===== src/design/wrsi_pkg.sv =====
// Package with the types and constants of the Wilder RSI tracker.
`default_nettype none
package wrsi_pkg;
   localparam int PRICE_BITS            = 32;
   localparam int AVG_BITS              = 48;
   localparam int COUNT_BITS            = 9;
   localparam int PERIOD_BITS           = 8;
   localparam int RSI_BITS              = 14;
   localparam int SMOOTH_BITS           = 64;
   localparam int DEFAULT_FRACTION_BITS = 16;
   localparam logic [PERIOD_BITS-1:0] PERIOD_RESET = 8'd14;
   localparam logic [PERIOD_BITS-1:0] PERIOD_MIN   = 8'd2;
   localparam logic [RSI_BITS-1:0]    RSI_FULL     = 14'd10000;

   typedef struct packed {
      logic [PRICE_BITS-1:0] price;
      logic                  series_start;
   } req_word_type;

   typedef struct packed {
      logic [RSI_BITS-1:0] rsi_hundredths;
      logic                ready_res;
   } rsp_word_type;
endpackage
`default_nettype wire


===== src/design/wilder_rsi_tracker_unit.sv =====
// Top level of the Wilder RSI tracker with its sequencer and state.
//
// Usage: each word on the req_ channel carries one price sample and a
// series_start flag. A word with series_start set stores the price, clears
// the averages and yields a result with ready_res 0. Other words form a
// price change; the first smoothing_period changes are summed and then
// divided to seed the averages, and every later change smooths them.
// Each accepted word yields exactly one rsp_ word. A seeded word runs two
// average divisions and one ratio division through one shared restoring
// divider that retires one quotient bit per cycle; the ratio division is
// skipped when the average loss is zero. A word that only adds to the seed
// sum, or starts a series, runs no division. One word is processed at a
// time; req_stall is high meanwhile.
// The result sits in an output register; a stalled rsp_ word holds and the
// next word waits until it is taken. Reset clears the state and sets the
// period register to 14. The csr_ port writes the period; the user is to
// use it only while idle, as the block itself does not enforce it.
`default_nettype none
module wilder_rsi_tracker_unit import wrsi_pkg::*; #(
   parameter int FRACTION_BITS = DEFAULT_FRACTION_BITS
) (
   input  wire logic             clock,
   input  wire logic             reset,
   input  wire logic             req_valid,
   output logic                  req_stall,
   input  wire req_word_type     req_word,
   output logic                  rsp_valid,
   input  wire logic             rsp_stall,
   output rsp_word_type          rsp_word,
   input  wire logic             csr_valid,
   output logic                  csr_ready,
   input  wire logic [PERIOD_BITS-1:0] csr_data
);
   localparam int DVD_BITS = (AVG_BITS + FRACTION_BITS > SMOOTH_BITS) ?
                             AVG_BITS + FRACTION_BITS : SMOOTH_BITS;
   localparam int DVS_BITS = AVG_BITS + 1;
   localparam logic [AVG_BITS-1:0]   AVG_MAX     = '1;
   localparam logic [COUNT_BITS-1:0] SEEDED_MARK = COUNT_BITS'(1) << (COUNT_BITS - 1);

   typedef enum logic [7:0] {
      S_IDLE      = 8'b0000_0001,
      S_GO_GAIN   = 8'b0000_0010,
      S_WAIT_GAIN = 8'b0000_0100,
      S_GO_LOSS   = 8'b0000_1000,
      S_WAIT_LOSS = 8'b0001_0000,
      S_GO_RSI    = 8'b0010_0000,
      S_WAIT_RSI  = 8'b0100_0000,
      S_RESULT    = 8'b1000_0000
   } state_type;

   state_type              state_ff, state_in;
   logic [PERIOD_BITS-1:0] period_ff, period_in;
   logic [PERIOD_BITS-1:0] p_ff, p_in;
   logic [PRICE_BITS-1:0]  prev_ff, prev_in;
   logic [AVG_BITS-1:0]    gain_ff, gain_in;
   logic [AVG_BITS-1:0]    loss_ff, loss_in;
   logic [COUNT_BITS-1:0]  count_ff, count_in;
   logic [PRICE_BITS-1:0]  xg_ff, xg_in;
   logic [PRICE_BITS-1:0]  xl_ff, xl_in;
   logic                   seed_ff, seed_in;
   rsp_word_type           res_ff, res_in;
   logic                   rsp_valid_ff, rsp_valid_in;
   rsp_word_type           rsp_word_ff, rsp_word_in;

   logic                   accept;
   logic [PERIOD_BITS-1:0] p_now;
   logic [PRICE_BITS-1:0]  dg, dl;
   logic [AVG_BITS:0]      sum_g, sum_l;
   logic [AVG_BITS-1:0]    sat_g, sat_l;
   logic [COUNT_BITS-1:0]  count_nx;
   logic [AVG_BITS-1:0]    avg_sel;
   logic [PRICE_BITS-1:0]  x_sel;
   logic [SMOOTH_BITS-1:0] smooth_dvd;
   logic [AVG_BITS+RSI_BITS-1:0] scaled;
   logic                   div_start;
   logic [DVD_BITS-1:0]    div_dvd;
   logic [DVS_BITS-1:0]    div_dvs;
   logic                   div_done;
   logic [DVD_BITS-1:0]    div_quo;
   logic [AVG_BITS-1:0]    quo_sat;

   wrsi_divider #(
      .DVD_BITS (DVD_BITS),
      .DVS_BITS (DVS_BITS)
   ) u_divider (
      .clock    (clock),
      .reset    (reset),
      .start    (div_start),
      .dividend (div_dvd),
      .divisor  (div_dvs),
      .done     (div_done),
      .quotient (div_quo)
   );

   assign accept    = req_valid && (state_ff == S_IDLE);
   assign req_stall = (state_ff != S_IDLE);
   assign csr_ready = 1'b1;
   assign rsp_valid = rsp_valid_ff;
   assign rsp_word  = rsp_word_ff;

   always_comb begin
      p_now    = (period_ff < PERIOD_MIN) ? PERIOD_MIN : period_ff;
      dg       = (req_word.price > prev_ff) ? req_word.price - prev_ff : '0;
      dl       = (req_word.price > prev_ff) ? '0 : prev_ff - req_word.price;
      sum_g    = {1'b0, gain_ff} + (AVG_BITS+1)'(dg);
      sum_l    = {1'b0, loss_ff} + (AVG_BITS+1)'(dl);
      sat_g    = sum_g[AVG_BITS] ? AVG_MAX : sum_g[AVG_BITS-1:0];
      sat_l    = sum_l[AVG_BITS] ? AVG_MAX : sum_l[AVG_BITS-1:0];
      count_nx = count_ff + 1'b1;

      avg_sel    = (state_ff == S_GO_GAIN) ? gain_ff : loss_ff;
      x_sel      = (state_ff == S_GO_GAIN) ? xg_ff : xl_ff;
      smooth_dvd = SMOOTH_BITS'(avg_sel * (p_ff - 1'b1))
                 + (SMOOTH_BITS'(x_sel) << FRACTION_BITS);
      scaled     = gain_ff * RSI_FULL;
      div_start  = (state_ff == S_GO_GAIN) || (state_ff == S_GO_LOSS)
                || (state_ff == S_GO_RSI);
      if (state_ff == S_GO_RSI) begin
         div_dvd = DVD_BITS'(scaled);
         div_dvs = {1'b0, gain_ff} + {1'b0, loss_ff};
      end else begin
         div_dvd = seed_ff ? (DVD_BITS'(avg_sel) << FRACTION_BITS) : DVD_BITS'(smooth_dvd);
         div_dvs = DVS_BITS'(p_ff);
      end
      quo_sat = (div_quo > DVD_BITS'(AVG_MAX)) ? AVG_MAX : div_quo[AVG_BITS-1:0];

      state_in     = state_ff;
      period_in    = (csr_valid && csr_ready) ? csr_data : period_ff;
      p_in         = p_ff;
      prev_in      = prev_ff;
      gain_in      = gain_ff;
      loss_in      = loss_ff;
      count_in     = count_ff;
      xg_in        = xg_ff;
      xl_in        = xl_ff;
      seed_in      = seed_ff;
      res_in       = res_ff;
      rsp_valid_in = rsp_valid_ff && rsp_stall;
      rsp_word_in  = rsp_word_ff;

      unique case (state_ff)
         S_IDLE: begin
            if (accept) begin
               prev_in = req_word.price;
               p_in    = p_now;
               xg_in   = dg;
               xl_in   = dl;
               res_in  = '0;
               if (req_word.series_start) begin
                  gain_in  = '0;
                  loss_in  = '0;
                  count_in = '0;
                  state_in = S_RESULT;
               end else if (count_ff[COUNT_BITS-1] == 1'b0) begin
                  gain_in  = sat_g;
                  loss_in  = sat_l;
                  count_in = count_nx;
                  seed_in  = 1'b1;
                  if (count_nx >= COUNT_BITS'(p_now)) begin
                     count_in = SEEDED_MARK;
                     state_in = S_GO_GAIN;
                  end else begin
                     state_in = S_RESULT;
                  end
               end else begin
                  seed_in  = 1'b0;
                  state_in = S_GO_GAIN;
               end
            end
         end
         S_GO_GAIN:   state_in = S_WAIT_GAIN;
         S_WAIT_GAIN: begin
            if (div_done) begin
               gain_in  = quo_sat;
               state_in = S_GO_LOSS;
            end
         end
         S_GO_LOSS:   state_in = S_WAIT_LOSS;
         S_WAIT_LOSS: begin
            if (div_done) begin
               loss_in = quo_sat;
               if (quo_sat == '0) begin
                  res_in   = '{rsi_hundredths: RSI_FULL, ready_res: 1'b1};
                  state_in = S_RESULT;
               end else begin
                  state_in = S_GO_RSI;
               end
            end
         end
         S_GO_RSI:    state_in = S_WAIT_RSI;
         S_WAIT_RSI: begin
            if (div_done) begin
               res_in   = '{rsi_hundredths: div_quo[RSI_BITS-1:0], ready_res: 1'b1};
               state_in = S_RESULT;
            end
         end
         S_RESULT: begin
            if (!rsp_valid_ff || !rsp_stall) begin
               rsp_valid_in = 1'b1;
               rsp_word_in  = res_ff;
               state_in     = S_IDLE;
            end
         end
         default: state_in = S_IDLE;
      endcase
   end

   always_ff @(posedge clock) begin
      if (reset) begin
         state_ff     <= S_IDLE;
         period_ff    <= PERIOD_RESET;
         prev_ff      <= '0;
         gain_ff      <= '0;
         loss_ff      <= '0;
         count_ff     <= '0;
         rsp_valid_ff <= 1'b0;
      end else begin
         state_ff     <= state_in;
         period_ff    <= period_in;
         prev_ff      <= prev_in;
         gain_ff      <= gain_in;
         loss_ff      <= loss_in;
         count_ff     <= count_in;
         rsp_valid_ff <= rsp_valid_in;
      end
      p_ff        <= p_in;
      xg_ff       <= xg_in;
      xl_ff       <= xl_in;
      seed_ff     <= seed_in;
      res_ff      <= res_in;
      rsp_word_ff <= rsp_word_in;
   end

   a_done_in_wait: assert property (@(posedge clock) disable iff (reset)
      div_done |-> (state_ff == S_WAIT_GAIN || state_ff == S_WAIT_LOSS
                    || state_ff == S_WAIT_RSI))
      else $error("divider finished outside a wait state");

   a_not_ready_zero: assert property (@(posedge clock) disable iff (reset)
      (rsp_valid && !rsp_word.ready_res) |-> (rsp_word.rsi_hundredths == '0))
      else $error("result without ready flag carries a value");

   a_rsi_range: assert property (@(posedge clock) disable iff (reset)
      rsp_valid |-> (rsp_word.rsi_hundredths <= RSI_FULL))
      else $error("RSI above full scale");

   a_start_clears: assert property (@(posedge clock) disable iff (reset)
      (accept && req_word.series_start) |=> (count_ff == '0 && gain_ff == '0))
      else $error("series start did not clear the state");
endmodule
`default_nettype wire


===== src/design/wrsi_divider.sv =====
// Restoring divider that produces one quotient bit per cycle.
`default_nettype none
module wrsi_divider import wrsi_pkg::*; #(
   parameter int DVD_BITS = 64,
   parameter int DVS_BITS = AVG_BITS + 1
) (
   input  wire logic                clock,
   input  wire logic                reset,
   input  wire logic                start,
   input  wire logic [DVD_BITS-1:0] dividend,
   input  wire logic [DVS_BITS-1:0] divisor,
   output logic                     done,
   output logic [DVD_BITS-1:0]      quotient
);
   localparam int CNT_BITS = $clog2(DVD_BITS + 1);
   localparam logic [CNT_BITS-1:0] LAST = CNT_BITS'(DVD_BITS - 1);

   logic                busy_ff, busy_in;
   logic [CNT_BITS-1:0] cnt_ff, cnt_in;
   logic [DVD_BITS-1:0] dvd_ff, dvd_in;
   logic [DVS_BITS-1:0] dvs_ff, dvs_in;
   logic [DVS_BITS-1:0] rem_ff, rem_in;
   logic                done_ff, done_in;
   logic [DVS_BITS:0]   rem_sh;
   logic                fits;

   always_comb begin
      rem_sh  = {rem_ff, dvd_ff[DVD_BITS-1]};
      fits    = rem_sh >= {1'b0, dvs_ff};
      busy_in = busy_ff;
      cnt_in  = cnt_ff;
      dvd_in  = dvd_ff;
      dvs_in  = dvs_ff;
      rem_in  = rem_ff;
      done_in = 1'b0;
      if (start) begin
         busy_in = 1'b1;
         cnt_in  = '0;
         dvd_in  = dividend;
         dvs_in  = divisor;
         rem_in  = '0;
      end else if (busy_ff) begin
         rem_in = fits ? DVS_BITS'(rem_sh - {1'b0, dvs_ff}) : rem_sh[DVS_BITS-1:0];
         dvd_in = {dvd_ff[DVD_BITS-2:0], fits};
         cnt_in = cnt_ff + 1'b1;
         if (cnt_ff == LAST) begin
            busy_in = 1'b0;
            done_in = 1'b1;
         end
      end
   end

   always_ff @(posedge clock) begin
      if (reset) begin
         busy_ff <= 1'b0;
         done_ff <= 1'b0;
      end else begin
         busy_ff <= busy_in;
         done_ff <= done_in;
      end
      cnt_ff <= cnt_in;
      dvd_ff <= dvd_in;
      dvs_ff <= dvs_in;
      rem_ff <= rem_in;
   end

   assign done     = done_ff;
   assign quotient = dvd_ff;
endmodule
`default_nettype wire


===== config.mk =====
export PLATFORM = sky130hd
export DESIGN_NAME = wilder_rsi_tracker_unit
export DESIGN_NICKNAME = d
export VERILOG_FILES = /design/src/design/wrsi_pkg.sv /design/src/design/wilder_rsi_tracker_unit.sv /design/src/design/wrsi_divider.sv
export SDC_FILE = /design/constraint.sdc
export NUM_CORES = 2
export LEC_CHECK = 0
export BUFFER_PORTS_ARGS = -buffer_cell sky130_fd_sc_hd__buf_2
export CORE_MARGIN = 3
export CORE_UTILIZATION = 50
export CTS_BUF_LIST = sky130_fd_sc_hd__clkbuf_4
export DETAILED_ROUTE_END_ITERATION = 10
export GPL_TIMING_DRIVEN = 0
export PLACE_DENSITY = 0.66
export REMOVE_ABC_BUFFERS = 1
export SYNTH_ARGS = -nofsm -noshare
export SYNTH_HDL_FRONTEND = slang
export SYNTH_HIERARCHICAL = 1
export SYNTH_SLANG_ARGS = --single-unit
export TNS_END_PERCENT = 20

===== constraint.sdc =====
create_clock -name clock -period 15.5 [get_ports clock]
set_input_delay 0.775 -clock clock [delete_from_list [all_inputs] [get_ports clock]]
set_output_delay 0.775 -clock clock [all_outputs]
set_load 0.01 [all_outputs]

==> run summary <==
The routed length per placed instance came out at around 23 um. The number of global-route vias before repair is 48500. The final design area excluding fillers is 60100 um2.

The cell count after synthesis is 6795. The most numerous cell type found on the critical path is sky130_fd_sc_hd__fa_1. The number of antenna violations at the first check in global routing came out at 6.

The count of buffers added on input and output ports is 62. 64 I/O pins were placed. The overall die area came out at between 100000 and 150000 um2.

The most used flip-flop cell after synthesis is sky130_fd_sc_hd__edfxtp_1. The worst register-to-register path ends at u_divider/quotient[59]. STA classifies the critical path endpoint as a flip-flop. In the layout the commonest cells are sky130_fd_sc_hd__inv_1 (1018), sky130_fd_sc_hd__nor2_1 (696), sky130_fd_sc_hd__nand2_1 (580). In the finished design, the share of the clock period the worst path needs comes to 0.729.

Data on the critical path is required at its endpoint by 16260 ps. The post-placement worst setup slack is 4340 ps. The worst slew margin relative to its limit is -0.0328.

The number of warning messages in the yosys log is 6. The routed layout has 49700 vias. The die width is 340 um.

The classification of the worst setup path is reg -> reg. The standard-cell row count is around 120. The share of layout cells above drive strength 1 came out at 0.0815.

The number of flops mapped to enable cells by yosys is 216. The slowest stage of the critical path is the sky130_fd_sc_hd__inv_2 cell. The number of hold violations in the final report came out at 0. The largest buffer count on any clock path came out at 3. The worst-case clock skew came out at 99.5 ps.

The initial cell density of the core is 0.508. The standard cell area after detailed placement came out at 57700 um2. The netlist area before placement came out at 55700 um2.

The clock latency of the later-clocked register in the worst-skew pair came out at 1100 ps. In this run the clock root is driven by a sky130_fd_sc_hd__clkbuf_4. The number of max-slew violations in the final report is 21. The worst vdd rail ir drop is roughly 0.00015 V. The count of cell types in the netlist came out at 112. The post-DP HPWL is around 150 mm.

The source of the worst hold timing path is reset. The met2 demand-to-capacity share in global routing is 0.513. Across all setup checks in the final design, the least slack found is ~4200 ps. Along the worst path, the maximum fanout reaches 46. The wire length of the first global-routing pass came out at approximately 290 mm.

The residual antenna-violating net count after detailed routing came out at 0. The checks that failed: capacitance limit, slew limit. After filler insertion, the fill cell instance count of the layout stands at 10400. The area growth from synthesis to layout is 7.79%. The setup violation total in the final timing report is 0.

The number of design-rule violations left by the first detailed-router iteration came out at between 4000 and 5000. Entering global routing, the biggest net connects just over 90 pins. For this run, asynchronously set or reset flops after synthesis account for 0.

The family with the most delay on the worst path is adder cells. The total DRC errors in the routed layout is 0. The first TritonRoute pass finished after 9 iterations. The tightest min-delay check is of the in -> reg type. In this run the power density over the cells is about 190 nW/um2.

The fmax came out at 88.5 MHz. The met1 usage in global routing is 0.445. The worst hold path depth is 2. The post-synthesis area per instance is 8.20 um2. The synthesized design contains 428 register bits. For met3 alone, demand over resource in global routing was 0.0756. The flow ran to the end, but the final reports show violations. Of the synthesized area, sequential elements account for 0.193. The count of cells along the worst register-to-register path came out at 26. In the final design database the tool counted ~7800 nets.

The number of gates resized after CTS is 0. After routing, the total negative slack on setup checks comes to 0 ps. The number of max-cap violations is 1. The via-per-instance ratio came out at 5.93.

The slack of the worst reg-to-reg path came out at 4200 ps. STA classifies the critical path startpoint as a flip-flop. The number of buffers and inverters on the critical path is 3. The height of the die is about 340 um. At the worst endpoint, the arrival time is roughly 12000 ps. The final worst hold slack came out at ~180 ps. The placer's final routability congestion estimate is about 1.

The placeable core region came out at 110000 um2. Setup repair after global routing left no endpoint under its margin. The layer flagged by global routing as most heavily used is met2. For this run, the total global-route usage over all layers was measured as 0.329. The total detailed-routing wirelength is 192 mm. The total clock buffers created by CTS is 130. For hold timing, the worst endpoint is period_ff[7]. The CTS tree is yes. The number of sinks driven by the clock tree is 428. The leakage power came out at 0.0290 uW.

The worst register-to-register path begins at p_ff[0]. The largest stage delay on the critical path came out at 940 ps. The pin slew with the least headroom to its limit came out at ~1500 ps. The leading cell type in the layout, fill and taps excluded is sky130_fd_sc_hd__inv_1. The shortest clock period the worst path allows after layout came out at 11300 ps. The maximum level of the CTS H-tree is 4. The aggregate global routing overflow is 0. Clock-pin slew was measured on the worst setup and hold paths at 70 ps.
stage by stage:
stage | instances | total power (uW) | utilization
after detailed placement | 8084 | 10200 | 0.526
final | 8380 | 11700 | 0.547
after global placement | 8038 | 10200 | 0.516
after floorplan | 6500 | 7830 | -
after global routing | 8379 | 12800 | 0.547
after CTS | 8373 | 11600 | 0.547
report_power, final:
part	switching (uW)	internal, uW
Clock	560	658
Sequential	303	1360
Combinational	5630	3200
synth_stat cells, types with 97 or more instances:
cell	n	area, um2
sky130_fd_sc_hd__edfxtp_1	216	6490
sky130_fd_sc_hd__nand3_1	97	485
sky130_fd_sc_hd__o21ai_0	394	1970
sky130_fd_sc_hd__xnor2_1	190	1660
sky130_fd_sc_hd__fa_1	492	9850
sky130_fd_sc_hd__a21oi_1	507	2540
sky130_fd_sc_hd__a21o_1	198	1490
sky130_fd_sc_hd__nand2_1	583	2190
sky130_fd_sc_hd__xor2_1	97	850
sky130_fd_sc_hd__dfxtp_1	212	4240
sky130_fd_sc_hd__ha_1	516	6460
sky130_fd_sc_hd__inv_1	1022	3840
sky130_fd_sc_hd__clkbuf_1	240	901
sky130_fd_sc_hd__nor2_1	699	2620
flip-flops by register name, summed over array words and instances (netlist names):
name,flops
count_ff,9
gain_ff,48
loss_ff,48
p_ff,8
period_ff,8
prev_ff,32
res_ff,15
rsp_valid,1
rsp_word,15
seed_ff,1
state_ff,8
u_divider/busy_ff,1
u_divider/cnt_ff,7
u_divider/done,1
u_divider/dvs_ff,49
u_divider/quotient,64
u_divider/rem_ff,49
xg_ff,32
xl_ff,32
final cells by class:
cell class / count / area [um2] / share of cell area
Antenna cell: 6 / 15.0 / 0.000250
Clock buffer: 205 / 1540 / 0.0256
Inverter: 1026 / 3860 / 0.0642
Tap cell: 1476 / 1850 / 0.0307
Multi-Input combinational cell: 5046 / 40100 / 0.668
Clock inverter: 33 / 268 / 0.00446
Timing Repair Buffer: 160 / 1680 / 0.0280
Sequential cell: 428 / 10700 / 0.179
layer usage:
| metal | wire length, um | vias up |
|---|---|---|
| li1 | - | 23100 |
| met1 | 81000 | 24100 |
| met2 | 85200 | 2188 |
| met3 | 18700 | 331 |
| met4 | 7140 | 6 |
| met5 | 40 | - |
how the worst max path moves through the flow:
stage                                   to  slack, ps  depth (start not counted)         from
finish              u_divider/quotient[59]       4200                         26      p_ff[0]
global placement    u_divider/quotient[44]       1350                         27  state_ff[4]
floorplan           u_divider/quotient[58]       5150                         27  state_ff[4]
detailed placement  u_divider/quotient[59]       4340                         26      p_ff[0]
CTS                 u_divider/quotient[61]       4230                         26      p_ff[0]
global route        u_divider/quotient[59]       3900                         26      p_ff[0]
repair_timing:
item / 4_1_cts / 5_1_grt
hold buffers: 51 / 0
hold endpoints to repair: 42 / 0
buffers inserted: 0 / 0
logic make-up (layout without fill, tap and decap cells):
| kind of cell | after synthesis | count (layout) | synth area share |
|---|---|---|---|
| flops | 428 | 428 | 0.193 |
| buf+inv | 1321 | 1424 | 0.0906 |
| other cells | 1 | 7 | 0.0000673 |
| compound gates | 1689 | 1689 | 0.195 |
| simple gates | 1931 | 1931 | 0.159 |
| xor+xnor | 287 | 287 | 0.0451 |
| fa+ha+maj | 1008 | 1008 | 0.293 |
| mux | 130 | 130 | 0.0251 |
Note: power is estimated with default switching activity, not from simulation.
